==> config.mk <==
export PLATFORM = sky130hd
export DESIGN_NAME = learned_remote_key_mapper
export DESIGN_NICKNAME = d
export VERILOG_FILES = /design/src/lrkm_pkg.sv /design/src/lrkm_front.sv /design/src/lrkm_fifo.sv /design/src/lrkm_back.sv /design/src/learned_remote_key_mapper.sv
export SDC_FILE = /design/constraint.sdc
export NUM_CORES = 2
export LEC_CHECK = 0
export BUFFER_PORTS_ARGS = -buffer_cell sky130_fd_sc_hd__buf_2
export CORE_UTILIZATION = 50
export CTS_CLUSTER_DIAMETER = 30
export DETAILED_ROUTE_END_ITERATION = 10
export PLACE_DENSITY_LB_ADDON = 0.15
export SLEW_MARGIN = 25
export SYNTH_ARGS = -nofsm -noshare
export SYNTH_HDL_FRONTEND = slang
export SYNTH_SLANG_ARGS = --single-unit
export TNS_END_PERCENT = 10
==> constraint.sdc <==
create_clock -name clk -period 11.62 [get_ports clk]
set_input_delay 2.905 -clock clk [delete_from_list [all_inputs] [get_ports clk]]
set_output_delay 2.905 -clock clk [all_outputs]
set_load 0.02 [all_outputs]
==> src/lrkm_pkg.sv <==
`timescale 1ns / 1ps
// ----------------------------------------------------------------------------
// lrkm_pkg
// Types and codes shared by the learned remote key mapper modules.
// ----------------------------------------------------------------------------
package lrkm_pkg;

  localparam logic [2:0] OP_FRAME  = 3'd0;
  localparam logic [2:0] OP_TEST   = 3'd1;
  localparam logic [2:0] OP_START  = 3'd2;
  localparam logic [2:0] OP_CANCEL = 3'd3;
  localparam logic [2:0] OP_CLEAR  = 3'd4;

  localparam logic [2:0] ST_NONE    = 3'd0;
  localparam logic [2:0] ST_STORED  = 3'd1;
  localparam logic [2:0] ST_DUP     = 3'd2;
  localparam logic [2:0] ST_IGNORED = 3'd3;
  localparam logic [2:0] ST_DONE    = 3'd4;

  localparam logic [1:0] CFG_HELD_GAP    = 2'd0;
  localparam logic [1:0] CFG_RELEASE_GAP = 2'd1;
  localparam logic [1:0] CFG_REPEAT_MASK = 2'd2;
  localparam logic [1:0] CFG_UNKNOWN     = 2'd3;

  localparam logic [3:0] NO_ACTION  = 4'd8;
  localparam int         MAX_LOOKUP = 8;

  typedef enum logic [2:0] {
    K_FRAME,
    K_TEST,
    K_START,
    K_CANCEL,
    K_CLEAR,
    K_NOP
  } kind_t;

  typedef struct packed {
    logic [7:0]  protocol;
    logic [15:0] address;
    logic [15:0] command;
    logic [15:0] extra;
    logic [15:0] bit_count;
    logic [63:0] raw_word;
  } entry_t;

  typedef struct packed {
    kind_t       kind;
    logic        is_repeat;
    logic        is_bad;
    logic [31:0] now_ms;
    entry_t      entry;
  } item_t;

  typedef struct packed {
    logic [15:0] held_gap_ms;
    logic [15:0] release_gap_ms;
    logic [7:0]  repeat_mask;
    logic [7:0]  unknown_protocol_code;
  } cfg_t;

  typedef struct packed {
    logic [3:0] action;
    logic       fire;
    logic [2:0] learn_status;
    logic [3:0] learn_progress;
    logic       profile_valid;
    logic       learning;
  } result_t;

endpackage

==> src/lrkm_front.sv <==
`timescale 1ns / 1ps
// ----------------------------------------------------------------------------
// lrkm_front
// Takes command transactions and classifies them for the execution side.
// ----------------------------------------------------------------------------
module lrkm_front import lrkm_pkg::*; (
  input  logic        start,
  output logic        busy,
  input  logic [2:0]  in_opcode,
  input  logic [7:0]  in_protocol,
  input  logic [15:0] in_address,
  input  logic [15:0] in_command,
  input  logic [15:0] in_extra,
  input  logic [15:0] in_bit_count,
  input  logic [63:0] in_raw_word,
  input  logic        in_is_repeat,
  input  logic        in_is_bad,
  input  logic [31:0] in_now_ms,
  input  logic        q_full,
  output logic        q_push,
  output item_t       q_item
);

  kind_t kind;

  always_comb begin
    unique case (in_opcode)
      OP_FRAME:  kind = K_FRAME;
      OP_TEST:   kind = in_is_bad ? K_NOP : K_TEST;
      OP_START:  kind = K_START;
      OP_CANCEL: kind = K_CANCEL;
      OP_CLEAR:  kind = K_CLEAR;
      default:   kind = K_NOP;
    endcase
  end

  assign busy   = q_full;
  assign q_push = start && !q_full;

  assign q_item = '{
    kind:      kind,
    is_repeat: in_is_repeat,
    is_bad:    in_is_bad,
    now_ms:    in_now_ms,
    entry:     '{protocol:  in_protocol,
                 address:   in_address,
                 command:   in_command,
                 extra:     in_extra,
                 bit_count: in_bit_count,
                 raw_word:  in_raw_word}
  };

endmodule

==> src/lrkm_fifo.sv <==
`timescale 1ns / 1ps
// ----------------------------------------------------------------------------
// lrkm_fifo
// Two-entry queue between the classifying front and the execution back.
// ----------------------------------------------------------------------------
module lrkm_fifo import lrkm_pkg::*; (
  input  logic  clk,
  input  logic  rst_n,
  input  logic  push,
  input  item_t wr_item,
  input  logic  pop,
  output item_t rd_item,
  output logic  full,
  output logic  empty
);

  item_t      items_r [2];
  logic       wr_ptr_r;
  logic       wr_ptr_nxt;
  logic       rd_ptr_r;
  logic       rd_ptr_nxt;
  logic [1:0] count_r;
  logic [1:0] count_nxt;

  assign full    = count_r == 2'd2;
  assign empty   = count_r == 2'd0;
  assign rd_item = items_r[rd_ptr_r];

  always_comb begin
    wr_ptr_nxt = push ? ~wr_ptr_r : wr_ptr_r;
    rd_ptr_nxt = pop ? ~rd_ptr_r : rd_ptr_r;
    count_nxt  = count_r + {1'b0, push} - {1'b0, pop};
  end

  always_ff @(posedge clk) begin
    if (!rst_n) begin
      wr_ptr_r <= 1'b0;
      rd_ptr_r <= 1'b0;
      count_r  <= 2'd0;
    end else begin
      wr_ptr_r <= wr_ptr_nxt;
      rd_ptr_r <= rd_ptr_nxt;
      count_r  <= count_nxt;
    end
  end

  always_ff @(posedge clk) begin
    if (push) begin
      items_r[wr_ptr_r] <= wr_item;
    end
  end

endmodule

==> src/lrkm_back.sv <==
`timescale 1ns / 1ps
// ----------------------------------------------------------------------------
// lrkm_back
// Executes queued transactions: table scans, learning and run-mode mapping.
// ----------------------------------------------------------------------------
module lrkm_back import lrkm_pkg::*; #(
  parameter int KEYS = 8
) (
  input  logic    clk,
  input  logic    rst_n,
  input  cfg_t    cfg,
  input  logic    q_empty,
  input  item_t   q_item,
  output logic    q_pop,
  output logic    res_valid,
  output result_t res
);

  localparam int         IW       = (KEYS > 1) ? $clog2(KEYS) : 1;
  localparam int         DEPTH    = 2 ** (IW + 1);
  localparam logic [3:0] KEYS_C   = 4'(KEYS);
  localparam logic [3:0] LOOK_LEN = 4'((KEYS < MAX_LOOKUP) ? KEYS : MAX_LOOKUP);

  typedef enum logic [3:0] {
    S_IDLE = 4'b0001,
    S_PREP = 4'b0010,
    S_SCAN = 4'b0100,
    S_FIN  = 4'b1000
  } state_t;

  state_t      state_r, state_nxt;
  item_t       cur_r, cur_nxt;
  logic        valid_r, valid_nxt;
  logic        learn_mode_r, learn_mode_nxt;
  logic [3:0]  learn_count_r, learn_count_nxt;
  logic        wait_rel_r, wait_rel_nxt;
  logic [31:0] learn_last_r, learn_last_nxt;
  logic [3:0]  last_act_r, last_act_nxt;
  logic [31:0] last_time_r, last_time_nxt;
  logic        bank_r, bank_nxt;
  logic        wait_eff_r, wait_eff_nxt;
  logic        held_win_r, held_win_nxt;
  logic [3:0]  scan_len_r, scan_len_nxt;
  logic        scan_bank_r, scan_bank_nxt;
  logic [3:0]  rd_idx_r, rd_idx_nxt;
  logic        cmp_v_r, cmp_v_nxt;
  logic [3:0]  cmp_idx_r, cmp_idx_nxt;
  logic        hit_r, hit_nxt;
  logic [3:0]  hit_idx_r, hit_idx_nxt;
  logic        out_valid_r, out_valid_nxt;
  result_t     out_r, out_nxt;

  entry_t      mem [DEPTH];
  entry_t      rd_data_r;
  logic        rd_en;
  logic        wr_en;
  logic [IW:0] rd_addr;
  logic [IW:0] wr_addr;

  logic        release_ok;
  logic        held_ok;
  logic        entry_hit;
  logic [3:0]  fin_act;
  logic        fin_held;
  logic        fin_fire;
  logic [2:0]  fin_status;

  assign rd_addr = {scan_bank_r, rd_idx_r[IW-1:0]};
  assign wr_addr = {~bank_r, learn_count_r[IW-1:0]};

  assign release_ok = (cur_r.now_ms - learn_last_r) >= {16'd0, cfg.release_gap_ms};
  assign held_ok    = (cur_r.now_ms - last_time_r) < {16'd0, cfg.held_gap_ms};

  always_comb begin
    entry_hit = 1'b0;
    if (rd_data_r.protocol == cur_r.entry.protocol) begin
      if (cur_r.entry.protocol == cfg.unknown_protocol_code) begin
        entry_hit = rd_data_r.raw_word == cur_r.entry.raw_word;
      end else begin
        entry_hit = (rd_data_r.address   == cur_r.entry.address) &&
                    (rd_data_r.command   == cur_r.entry.command) &&
                    (rd_data_r.extra     == cur_r.entry.extra) &&
                    (rd_data_r.bit_count == cur_r.entry.bit_count);
      end
    end
  end

  always_comb begin
    state_nxt       = state_r;
    cur_nxt         = cur_r;
    valid_nxt       = valid_r;
    learn_mode_nxt  = learn_mode_r;
    learn_count_nxt = learn_count_r;
    wait_rel_nxt    = wait_rel_r;
    learn_last_nxt  = learn_last_r;
    last_act_nxt    = last_act_r;
    last_time_nxt   = last_time_r;
    bank_nxt        = bank_r;
    wait_eff_nxt    = wait_eff_r;
    held_win_nxt    = held_win_r;
    scan_len_nxt    = scan_len_r;
    scan_bank_nxt   = scan_bank_r;
    rd_idx_nxt      = rd_idx_r;
    cmp_v_nxt       = cmp_v_r;
    cmp_idx_nxt     = cmp_idx_r;
    hit_nxt         = hit_r;
    hit_idx_nxt     = hit_idx_r;
    out_valid_nxt   = 1'b0;
    out_nxt         = out_r;
    q_pop           = 1'b0;
    rd_en           = 1'b0;
    wr_en           = 1'b0;
    fin_act         = NO_ACTION;
    fin_held        = 1'b0;
    fin_fire        = 1'b0;
    fin_status      = ST_NONE;

    unique case (state_r)
      S_IDLE: begin
        if (!q_empty) begin
          q_pop     = 1'b1;
          cur_nxt   = q_item;
          state_nxt = S_PREP;
        end
      end

      S_PREP: begin
        wait_eff_nxt  = wait_rel_r && !release_ok;
        held_win_nxt  = held_ok;
        hit_nxt       = 1'b0;
        cmp_v_nxt     = 1'b0;
        rd_idx_nxt    = 4'd0;
        scan_len_nxt  = 4'd0;
        scan_bank_nxt = bank_r;
        case (cur_r.kind)
          K_FRAME: begin
            if (learn_mode_r) begin
              if (!cur_r.is_bad && !cur_r.is_repeat && !wait_eff_nxt) begin
                scan_len_nxt  = learn_count_r;
                scan_bank_nxt = ~bank_r;
              end
            end else if (!cur_r.is_bad && !cur_r.is_repeat && valid_r) begin
              scan_len_nxt = LOOK_LEN;
            end
          end
          K_TEST: begin
            if (valid_r) begin
              scan_len_nxt = LOOK_LEN;
            end
          end
          default: ;
        endcase
        state_nxt = (scan_len_nxt == 4'd0) ? S_FIN : S_SCAN;
      end

      S_SCAN: begin
        rd_en       = rd_idx_r < scan_len_r;
        cmp_v_nxt   = rd_en;
        cmp_idx_nxt = rd_idx_r;
        if (rd_en) begin
          rd_idx_nxt = rd_idx_r + 4'd1;
        end
        if (cmp_v_r && (entry_hit || cmp_idx_r == scan_len_r - 4'd1)) begin
          hit_nxt     = entry_hit;
          hit_idx_nxt = cmp_idx_r;
          cmp_v_nxt   = 1'b0;
          state_nxt   = S_FIN;
        end
      end

      S_FIN: begin
        case (cur_r.kind)
          K_FRAME: begin
            if (learn_mode_r) begin
              wait_rel_nxt = wait_eff_r;
              if (!cur_r.is_bad) begin
                learn_last_nxt = cur_r.now_ms;
                if (wait_eff_r || cur_r.is_repeat) begin
                  fin_status = ST_IGNORED;
                end else if (hit_r) begin
                  wait_rel_nxt = 1'b1;
                  fin_status   = ST_DUP;
                end else if (learn_count_r < KEYS_C) begin
                  wr_en = 1'b1;
                  if (learn_count_r == KEYS_C - 4'd1) begin
                    bank_nxt        = ~bank_r;
                    valid_nxt       = 1'b1;
                    learn_mode_nxt  = 1'b0;
                    learn_count_nxt = 4'd0;
                    wait_rel_nxt    = 1'b0;
                    learn_last_nxt  = 32'd0;
                    fin_status      = ST_DONE;
                  end else begin
                    learn_count_nxt = learn_count_r + 4'd1;
                    wait_rel_nxt    = 1'b1;
                    fin_status      = ST_STORED;
                  end
                end
              end
            end else if (!cur_r.is_bad) begin
              if (cur_r.is_repeat) begin
                fin_act  = last_act_r;
                fin_held = fin_act != NO_ACTION;
              end else begin
                fin_act  = hit_r ? hit_idx_r : NO_ACTION;
                fin_held = (fin_act != NO_ACTION) && (fin_act == last_act_r) && held_win_r;
              end
              last_act_nxt  = fin_act;
              last_time_nxt = cur_r.now_ms;
              if (fin_act != NO_ACTION) begin
                fin_fire = !fin_held ||
                           ((fin_act < NO_ACTION) && cfg.repeat_mask[fin_act[2:0]]);
              end
            end
          end
          K_TEST: begin
            fin_act = hit_r ? hit_idx_r : NO_ACTION;
          end
          K_START: begin
            learn_mode_nxt  = 1'b1;
            learn_count_nxt = 4'd0;
            wait_rel_nxt    = 1'b0;
            learn_last_nxt  = 32'd0;
          end
          K_CANCEL: begin
            learn_mode_nxt  = 1'b0;
            learn_count_nxt = 4'd0;
            wait_rel_nxt    = 1'b0;
            learn_last_nxt  = 32'd0;
          end
          K_CLEAR: begin
            if (valid_r) begin
              valid_nxt     = 1'b0;
              last_act_nxt  = NO_ACTION;
              last_time_nxt = 32'd0;
            end
          end
          default: ;
        endcase
        out_valid_nxt = 1'b1;
        out_nxt = '{
          action:         fin_act,
          fire:           fin_fire,
          learn_status:   fin_status,
          learn_progress: (fin_status == ST_DONE) ? KEYS_C : learn_count_nxt,
          profile_valid:  valid_nxt,
          learning:       learn_mode_nxt
        };
        state_nxt = S_IDLE;
      end

      default: state_nxt = S_IDLE;
    endcase
  end

  always_ff @(posedge clk) begin
    if (!rst_n) begin
      state_r       <= S_IDLE;
      valid_r       <= 1'b0;
      learn_mode_r  <= 1'b0;
      learn_count_r <= 4'd0;
      wait_rel_r    <= 1'b0;
      learn_last_r  <= 32'd0;
      last_act_r    <= NO_ACTION;
      last_time_r   <= 32'd0;
      bank_r        <= 1'b0;
      cmp_v_r       <= 1'b0;
      rd_idx_r      <= 4'd0;
      scan_len_r    <= 4'd0;
      out_valid_r   <= 1'b0;
    end else begin
      state_r       <= state_nxt;
      valid_r       <= valid_nxt;
      learn_mode_r  <= learn_mode_nxt;
      learn_count_r <= learn_count_nxt;
      wait_rel_r    <= wait_rel_nxt;
      learn_last_r  <= learn_last_nxt;
      last_act_r    <= last_act_nxt;
      last_time_r   <= last_time_nxt;
      bank_r        <= bank_nxt;
      cmp_v_r       <= cmp_v_nxt;
      rd_idx_r      <= rd_idx_nxt;
      scan_len_r    <= scan_len_nxt;
      out_valid_r   <= out_valid_nxt;
    end
  end

  always_ff @(posedge clk) begin
    cur_r       <= cur_nxt;
    wait_eff_r  <= wait_eff_nxt;
    held_win_r  <= held_win_nxt;
    scan_bank_r <= scan_bank_nxt;
    cmp_idx_r   <= cmp_idx_nxt;
    hit_r       <= hit_nxt;
    hit_idx_r   <= hit_idx_nxt;
    out_r       <= out_nxt;
  end

  always_ff @(posedge clk) begin
    if (wr_en) begin
      mem[wr_addr] <= cur_r.entry;
    end
    if (rd_en) begin
      rd_data_r <= mem[rd_addr];
    end
  end

  assign res_valid = out_valid_r;
  assign res       = out_r;

  a_strobe_after_fin: assert property (@(posedge clk) disable iff (!rst_n)
    out_valid_r |-> $past(state_r == S_FIN))
    else $error("result strobe without a finishing step");

  a_count_in_range: assert property (@(posedge clk) disable iff (!rst_n)
    learn_mode_r |-> (learn_count_r < KEYS_C))
    else $error("learn count reached table size while learning");

  a_idle_learn_clean: assert property (@(posedge clk) disable iff (!rst_n)
    !learn_mode_r |-> (learn_count_r == 4'd0 && !wait_rel_r))
    else $error("learn state left over outside learn mode");

  a_cmp_in_scan: assert property (@(posedge clk) disable iff (!rst_n)
    (state_r == S_SCAN && cmp_v_r) |-> (cmp_idx_r < scan_len_r))
    else $error("compare beyond scan length");

  a_pop_to_prep: assert property (@(posedge clk) disable iff (!rst_n)
    q_pop |=> (state_r == S_PREP))
    else $error("dequeued transaction not prepared");

endmodule

==> src/learned_remote_key_mapper.sv <==
`timescale 1ns / 1ps
// ----------------------------------------------------------------------------
// learned_remote_key_mapper
// Maps decoded remote-control frames to learned actions, with a learn mode
// that records a profile of KEYS keys.
// ----------------------------------------------------------------------------
// A transaction is taken when start is high and busy is low; a two-entry
// queue lets start be taken while an earlier transaction is still being
// executed. Each transaction yields exactly one result, shown for a single
// cycle with out_valid high; the receiver cannot stall it. Where a table scan
// is needed, it covers up to min(KEYS,8) entries (the keys stored so far while
// learning), and the scan reads one table entry per cycle
// through the single read port of the key table memory, which holds both the
// active profile and the work table and swaps them on completion. Configuration
// writes are always ready and are to be made while no transaction is pending.
// ----------------------------------------------------------------------------
module learned_remote_key_mapper import lrkm_pkg::*; #(
  parameter int KEYS = 8
) (
  input  logic        clk,
  input  logic        rst_n,
  input  logic        start,
  output logic        busy,
  input  logic [2:0]  in_opcode,
  input  logic [7:0]  in_protocol,
  input  logic [15:0] in_address,
  input  logic [15:0] in_command,
  input  logic [15:0] in_extra,
  input  logic [15:0] in_bit_count,
  input  logic [63:0] in_raw_word,
  input  logic        in_is_repeat,
  input  logic        in_is_bad,
  input  logic [31:0] in_now_ms,
  output logic        out_valid,
  output logic [3:0]  out_action,
  output logic        out_fire,
  output logic [2:0]  out_learn_status,
  output logic [3:0]  out_learn_progress,
  output logic        out_profile_valid,
  output logic        out_learning,
  input  logic        cfg_valid,
  output logic        cfg_ready,
  input  logic [1:0]  cfg_index,
  input  logic [15:0] cfg_data
);

  cfg_t    cfg_r, cfg_nxt;
  logic    q_full;
  logic    q_empty;
  logic    q_push;
  logic    q_pop;
  item_t   q_wr_item;
  item_t   q_rd_item;
  result_t res;

  assign cfg_ready = 1'b1;

  always_comb begin
    cfg_nxt = cfg_r;
    if (cfg_valid) begin
      unique case (cfg_index)
        CFG_HELD_GAP:    cfg_nxt.held_gap_ms           = cfg_data;
        CFG_RELEASE_GAP: cfg_nxt.release_gap_ms        = cfg_data;
        CFG_REPEAT_MASK: cfg_nxt.repeat_mask           = cfg_data[7:0];
        CFG_UNKNOWN:     cfg_nxt.unknown_protocol_code = cfg_data[7:0];
        default: ;
      endcase
    end
  end

  always_ff @(posedge clk) begin
    if (!rst_n) begin
      cfg_r <= '{held_gap_ms: 16'd220, release_gap_ms: 16'd220,
                 repeat_mask: 8'd27, unknown_protocol_code: 8'd0};
    end else begin
      cfg_r <= cfg_nxt;
    end
  end

  lrkm_front u_front (
    .start        (start),
    .busy         (busy),
    .in_opcode    (in_opcode),
    .in_protocol  (in_protocol),
    .in_address   (in_address),
    .in_command   (in_command),
    .in_extra     (in_extra),
    .in_bit_count (in_bit_count),
    .in_raw_word  (in_raw_word),
    .in_is_repeat (in_is_repeat),
    .in_is_bad    (in_is_bad),
    .in_now_ms    (in_now_ms),
    .q_full       (q_full),
    .q_push       (q_push),
    .q_item       (q_wr_item)
  );

  lrkm_fifo u_fifo (
    .clk     (clk),
    .rst_n   (rst_n),
    .push    (q_push),
    .wr_item (q_wr_item),
    .pop     (q_pop),
    .rd_item (q_rd_item),
    .full    (q_full),
    .empty   (q_empty)
  );

  lrkm_back #(
    .KEYS (KEYS)
  ) u_back (
    .clk       (clk),
    .rst_n     (rst_n),
    .cfg       (cfg_r),
    .q_empty   (q_empty),
    .q_item    (q_rd_item),
    .q_pop     (q_pop),
    .res_valid (out_valid),
    .res       (res)
  );

  assign out_action         = res.action;
  assign out_fire           = res.fire;
  assign out_learn_status   = res.learn_status;
  assign out_learn_progress = res.learn_progress;
  assign out_profile_valid  = res.profile_valid;
  assign out_learning       = res.learning;

endmodule
**After elaboration in Yosys (flattened, before gate mapping)**

Memories as Yosys holds them, arrays and structs flattened. A register that Yosys moved wholly into a read port is not among the register bits.
Cells that the tools add are included.

- Add/sub/neg operators: 7
- $lt $le $gt $ge: 6
- Equality and inequality tests: 37
- Mux-type cells: 104
- Bitwise operators: 9
- Reduce and logical (&&, ||, !) cells: 44

Operators by type and width:

| cell | count |
|---|---|
| two-way mux 32 bit | 9 |
| one-hot mux 32 bit (2 select lines) | 2 |
| two-way mux 4 bit | 26 |
| == test 16 bit | 4 |
| == test 64 bit | 1 |
| subtractor 32 bit | 2 |
| two-way mux 1 bit | 45 |
| one-hot mux 4 bit (2 select lines) | 5 |
| greater-or-equal comparator 32 x 16 -> 1 bit | 1 |
| < comparator 32 x 16 -> 1 bit | 1 |
| two-way mux 3 bit | 9 |
| AND reduction 2 bit | 9 |
| == test 8 bit | 2 |
| one-hot mux 3 bit (5 select lines) | 1 |
| == test 3 x 2 -> 1 bit (second input constant) | 4 |
| logical AND 1 bit | 12 |
| != test 4 bit (second input constant) | 3 |
| one-hot mux 4 bit (3 select lines) | 1 |
| == test 3 bit (second input constant) | 3 |
| inverter 1 bit | 9 |
| adder 4 x 1 -> 4 bit (second input constant) | 2 |
| == test 4 x 3 -> 1 bit (second input constant) | 2 |
| == test 4 bit | 2 |
| < comparator 4 bit (second input constant) | 2 |
| 28 further kinds | 50 |

- Register bits after elaboration: 168
- Bits in writable memories: 2522
- Output and inout port bits: 17
- Memories kept: 2

Memories:

| memory | depth | width | rd ports | clocked after memory_dff | write ports | RTL line | RTL |
|---|---|---|---|---|---|---|---|
| u_back.mem | 16 | 136 | 1 | 1 | 1 | lrkm_back.sv:53 | `entry_t mem [DEPTH];` |
| u_fifo.items_r | 2 | 173 | 1 | 1 | 1 | lrkm_fifo.sv:17 | `item_t items_r [2];` |

**Logic depth before layout (Yosys ltp)**

- Word-level depth: 13
- Mapped depth: 21
- Gate-level depth less buffers: 21

**Cells and area by module**

Synthesis repeated with hierarchy kept, for this count alone.

- Cell total of the unflattened synthesis: 5763
- Area, all modules: 118052.0 sq um

By module, submodules not included:

| module | times used | cells each | area each (sq um) | seq. area each (sq um) |
|---|---|---|---|---|
| lrkm_back | 1 | 4841 | 102015.3 | 77204.0 |
| lrkm_fifo | 1 | 559 | 12814.8 | 10490.1 |
| learned_remote_key_mapper | 1 | 187 | 1906.8 | 960.9 |
| lrkm_front | 1 | 176 | 1315.0 | 0.0 |

**Least setup slack after synthesis**

OpenSTA, ideal clock, no wires.

- Path type: register -> register
- From: reg u_back.hit_r
- To: mem u_back.mem[11][0] in the netlist's numbering (enable)
- Setup time: 0.798 ns
- Arrival: 10.701 ns
- Path slack: 0.122 ns
- Stages on the path, launching flop included: 7
- Clock period less this slack: 11.498 ns
- Cell sequence: edfxtp_1 -> clkbuf_1 -> nor4_1 -> nand2_1 -> nor2_1 -> nand2_1 -> nor3_1

- Word-level cells in the longest chain between the ends: 8

Ends and longest elaborated chain:

| what | RTL line | RTL |
|---|---|---|
| start: declaration | lrkm_back.sv:48 | `logic hit_r, hit_nxt;` |
| start signal: assignment | lrkm_back.sv:294 | `hit_r <= hit_nxt;` |
| two-way mux 1 bit | lrkm_back.sv:180 | `end else if (hit_r) begin` |
| two-way mux 1 bit | lrkm_back.sv:178 | `if (wait_eff_r \|\| cur_r.is_repeat) begin` |
| two-way mux 1 bit | lrkm_back.sv:176 | `if (!cur_r.is_bad) begin` |
| two-way mux 1 bit | lrkm_back.sv:174 | `if (learn_mode_r) begin` |
| two-way mux 1 bit | lrkm_back.sv:172 | `case (cur_r.kind)` |
| two-way mux 1 bit | lrkm_back.sv:118 | `unique case (state_r)` |
| two-way mux 1 bit | lrkm_back.sv:300 | `if (wr_en) begin` |
| two-way mux 1 bit (not written as such) | lrkm_back.sv:301 | `mem[wr_addr] <= cur_r.entry;` |
| end: declaration | lrkm_back.sv:53 |  |

Every way passes these cells.

**Worst setup path after layout**

- From: reg u_back.cur_r[140] in the netlist's numbering
- To: reg u_back.held_win_r, data pin

- Word-level cells in the longest chain between the ends: 2

Ends and longest elaborated chain:

| what | RTL line | RTL |
|---|---|---|
| start: declaration | lrkm_back.sv:32 | `item_t cur_r, cur_nxt;` |
| start signal: assignment | lrkm_back.sv:289 | `cur_r <= cur_nxt;` |
| subtractor 32 bit | lrkm_back.sv:72 | `assign held_ok = (cur_r.now_ms - last_time_r) < {16'd0, cfg.held_gap_ms};` |
| < comparator 32 x 16 -> 1 bit | lrkm_back.sv:72 |  |
| named net u_back.held_ok | lrkm_back.sv:61 | `logic held_ok;` |
| end signal: assignment | lrkm_back.sv:291 | `held_win_r <= held_win_nxt;` |
| end: declaration | lrkm_back.sv:42 | `logic held_win_r, held_win_nxt;` |

The timed path passes the listed nets, and every way through them passes these cells.
A chain may end at the register's enable or synchronous reset.

==> impl_metrics.py <==
metrics = {
    "logic_synthesis": {
        "synth_top_family_by_area": "multiplexers",
        "synthCells": 5574,
        "synth_edf_count": 2857,
        "async_flop_share_pct": 0,
        "post_synth_fa_ha_maj_area_fraction_pct": 1.15,
        "synth_compound_area_share_pct": 2.57,
        "synth-simple-area-share_pct": 2.50,
        "ys.flop_type": "edfxtp_1",
        "synthDistinctLibCells": 78,
        "synth.most_common_cell": "edfxtp_1",
        "synth_top_area_share_pct": 73.8,
        "syn_avg_cell_area_sq_um": 20.9,
        "ys_ff_latch": 2999,
        "synth_nets": 5875,
        "syn_area_sq_um": 116000,
        "synth_xor_area_share_pct": 1.46,
        "ys_seq_area_share_pct": 76.2,
        "ys_top_cells_by_count": "2857 x edfxtp_1, 665 x mux4_2, 186 x nand2_1",
        "yosysTopAreaCell": "edfxtp_1",
        "synth.area.top_cells": "edfxtp_1 74%, mux4_2 13%, dfxtp_1 2.4%, mux2_2 1.7%, xnor2_1 1.2%",
        "yosys_warnings": 0,
        "synthMuxAreaShare_pct": 14.9,
    },
    "drt": {
        "met1_length_mm": 115,
        "met2_length_mm": 131,
        "drc": 0,
        "topRoutingLayerUsed": "met5",
        "viasPerCell": 5.91,
        "drt_first_pass_iters": 7,
        "vias": 57148,
        "ant_nets": 0,
        "dr_wl_met3_mm": 18.7,
        "drt_wl_total_mm": 270,
        "drt_iter0_drc": 5500,
        "avgRoutedWirePerCell_microns": 27.9,
    },
    "layout": {
        "layout.nets": 6506,
        "area_growth_pct": 20.6,
        "drive_above_1_share_pct": 31.1,
    },
    "timing": {
        "slew_headroom_pct": 25.9,
        "fin_setup_tns_ps": 0,
        "setup_viol": 0,
        "period_share_pct": 43.0,
        "whs_ps": 459,
        "hold_viol": 0,
        "max_freq_mhz": 200,
        "rsz0062_at_grt": "no",
        "fin_crit_ps": 4990,
        "slew_viol_final": 0,
        "fin_skew_ps": 63.4,
        "tightest_slew_ps": 1110,
    },
    "floorplanning": {
        "start_util_pct": 50.4,
        "die_h_microns": 484,
        "die-area_sq_um": 235000,
        "io_pins": 212,
        "row_count": 176,
        "core_sq_um": 231000,
        "die_x_microns": 484,
    },
    "place": {
        "routabilityCongestion": 0.871,
        "io_buffers": 210,
        "post-dp-hpwl_mm": 134,
    },
    "clock_tree": {
        "clockBufferDepth": 4,
        "cts_buffers": 572,
        "clock_sinks": 2999,
        "cts-root-buf": "clkbuf_16",
        "cts_tree": "built",
        "htree_levels": 6,
        "cts.repair.resized": 0,
        "ctsHoldBuffers": 0,
        "clkLatencyLatePin_ps": 960,
        "post_cts_buffers": 0,
        "path_clk_slew_ps": 50,
    },
    "global_route": {
        "grt_pass1_wl_mm": 396,
        "antenna_found_initial": 15,
        "grt_use_total_pct": 23.1,
        "grt_start_max_net_pins": 138,
        "overflow": 0,
        "grt_pass1_vias": 59755,
    },
    "power": {
        "leakagePower_nw": 44.9,
        "irDropWorstVdd_mv": 0.240,
        "power_per_cell_area_nw_per_um2": 234,
    },
    "critical_path": {
        "worstSetupEndpointType": "register",
        "startpoint_type": "register",
        "path_max_fanout": 5,
        "worst_ep_arrival_time_ps": 5710,
        "crit_type": "reg -> reg",
        "cp.buffers_inverters": 0,
        "crit_chain": "ha_1 -> a21o_1 -> a211o_1 -> o21ai_0 -> a21boi_0 -> nor2_1 -> o21ai_0 -> a21o_1 -> a21oi_1 -> xnor2_1 -> ha_1 -> a21oi_1 -> nor2b_1 -> o21ai_0 -> o21ai_0 -> nor4_1 -> o211ai_1 -> a311o_1 -> or4b_1 -> nor4_1",
        "crit_required_ps": 12340,
        "cpPeakStageDelay_ps": 510,
        "path_delay_family": "compound AO/OA/AOI/OAI gates",
        "cpMaxStageDelayCell": "or4b_1",
        "crit_top_cell": "o21ai_0",
    },
    "min_path": {
        "worst_hold_path_type": "reg -> reg",
    },
    "status": {
        "status": "finished clean",
    },
    "job": {
        "timing.max_cap.violations": 0,
    },
}
==> stage by stage <==
stage | cells | power (mW) | cell area, sq um | utilization [%] | setup slack [ps]
2_1_floorplan | 5574 | 15.8 | 116000 | - | 122
3_3_place_gp | 8657 | 16.9 | 121000 | 52.6 | 6760
3_5_place_dp | 8657 | 17.0 | 121000 | 52.6 | 6700
4_1_cts | 9674 | 33.1 | 140000 | 60.8 | 6680
5_1_grt | 9675 | 33.9 | 140000 | 60.8 | 6320
6_report | 9677 | 32.8 | 140000 | 60.8 | 6630
==> where the power goes <==
group,internal [mW],switching [mW]
Sequential,13.3,1.05
Combinational,0.886,1.53
Clock,10.6,5.37
==> logic make-up (layout without fill, tap and decap cells) <==
group / Yosys count / in the layout
DFF: 2999 / 2999
muxes: 876 / 876
and+or+nand+nor: 585 / 585
AOI/OAI and AO/OA: 443 / 443
buffers and inverters: 370 / 1444
xor gates and xnor gates: 194 / 194
adders and majority gates: 106 / 106
other: 1 / 4
==> worst paths after layout <==
check                              start                     end  slack (ps)  cells after the start
setup / recovery       u_back.cur_r[140]       u_back.held_win_r        6630                     20
setup reg to reg       u_back.cur_r[140]       u_back.held_win_r        6630                     20
hold reg to reg   u_back.last_time_r[18]  u_back.last_time_r[18]         460                      2
hold / removal    u_back.last_time_r[18]  u_back.last_time_r[18]         460                      2
==> worst min-delay path, delay by kind of cell (launching register included) <==
family | cells | cell delay (ps)
flip-flops | 1 | 300
AO/OA/AOI/OAI | 1 | 60
AND/OR/NAND/NOR | 1 | 50
==> cells in the final DEF (no fill, tap or decap), types with 28 or more instances in the layout <==
cell | netlist | final
a21boi_0 | 68 | 68
a21o_1 | 28 | 28
a21oi_1 | 92 | 91
a22oi_1 | 36 | 36
buf_2 | 3 | 209
buf_4 | 1 | 62
bufinv_16 | 0 | 56
clkbuf_1 | 166 | 64
clkbuf_16 | 0 | 597
clkinv_1 | 2 | 69
clkinv_2 | 0 | 76
clkinvlp_4 | 0 | 61
dfxtp_1 | 142 | 138
edfxtp_1 | 2857 | 2857
ha_1 | 104 | 104
inv_1 | 132 | 131
inv_6 | 0 | 49
mux2_2 | 177 | 177
mux2i_1 | 34 | 34
mux4_2 | 665 | 665
nand2_1 | 186 | 186
nand3_1 | 61 | 61
nand4_1 | 47 | 47
nor2_1 | 95 | 80
nor2b_1 | 68 | 68
o21ai_0 | 70 | 70
xnor2_1 | 159 | 159
xor2_1 | 35 | 35
==> per-layer routing <==
| layer | global-route usage (%) | vias up |
|---|---|---|
| li1 | - | 24409 |
| met5 | 0 | - |
| met1 | 32.6 | 30156 |
| met2 | 36.9 | 2127 |
| met3 | 4.74 | 448 |
| met4 | 6.44 | 8 |
==> area by class of cell <==
class                           count  area (sq um)
Antenna cell                        3          7.51
Clock buffer                      667         15300
Clock inverter                    350          3650
Fill cell                       16137         90300
Inverter                          134           510
Multi-Input combinational cell   2205         26400
Sequential cell                  2999         88700
Tap cell                         3026          3790
Timing Repair Buffer              293          1940
==> state kept, by name, summed over array words and instances (netlist names), 14 cells and up <==
| register | count |
|---|---|
| cfg_r | 48 |
| u_back.cur_r | 173 |
| u_back.last_time_r | 32 |
| u_back.learn_last_r | 32 |
| u_back.mem | 2176 |
| u_back.rd_data_r | 136 |
| u_back.res | 14 |
| u_fifo.items_r | 346 |
Note: power is estimated with default switching activity, not from simulation.
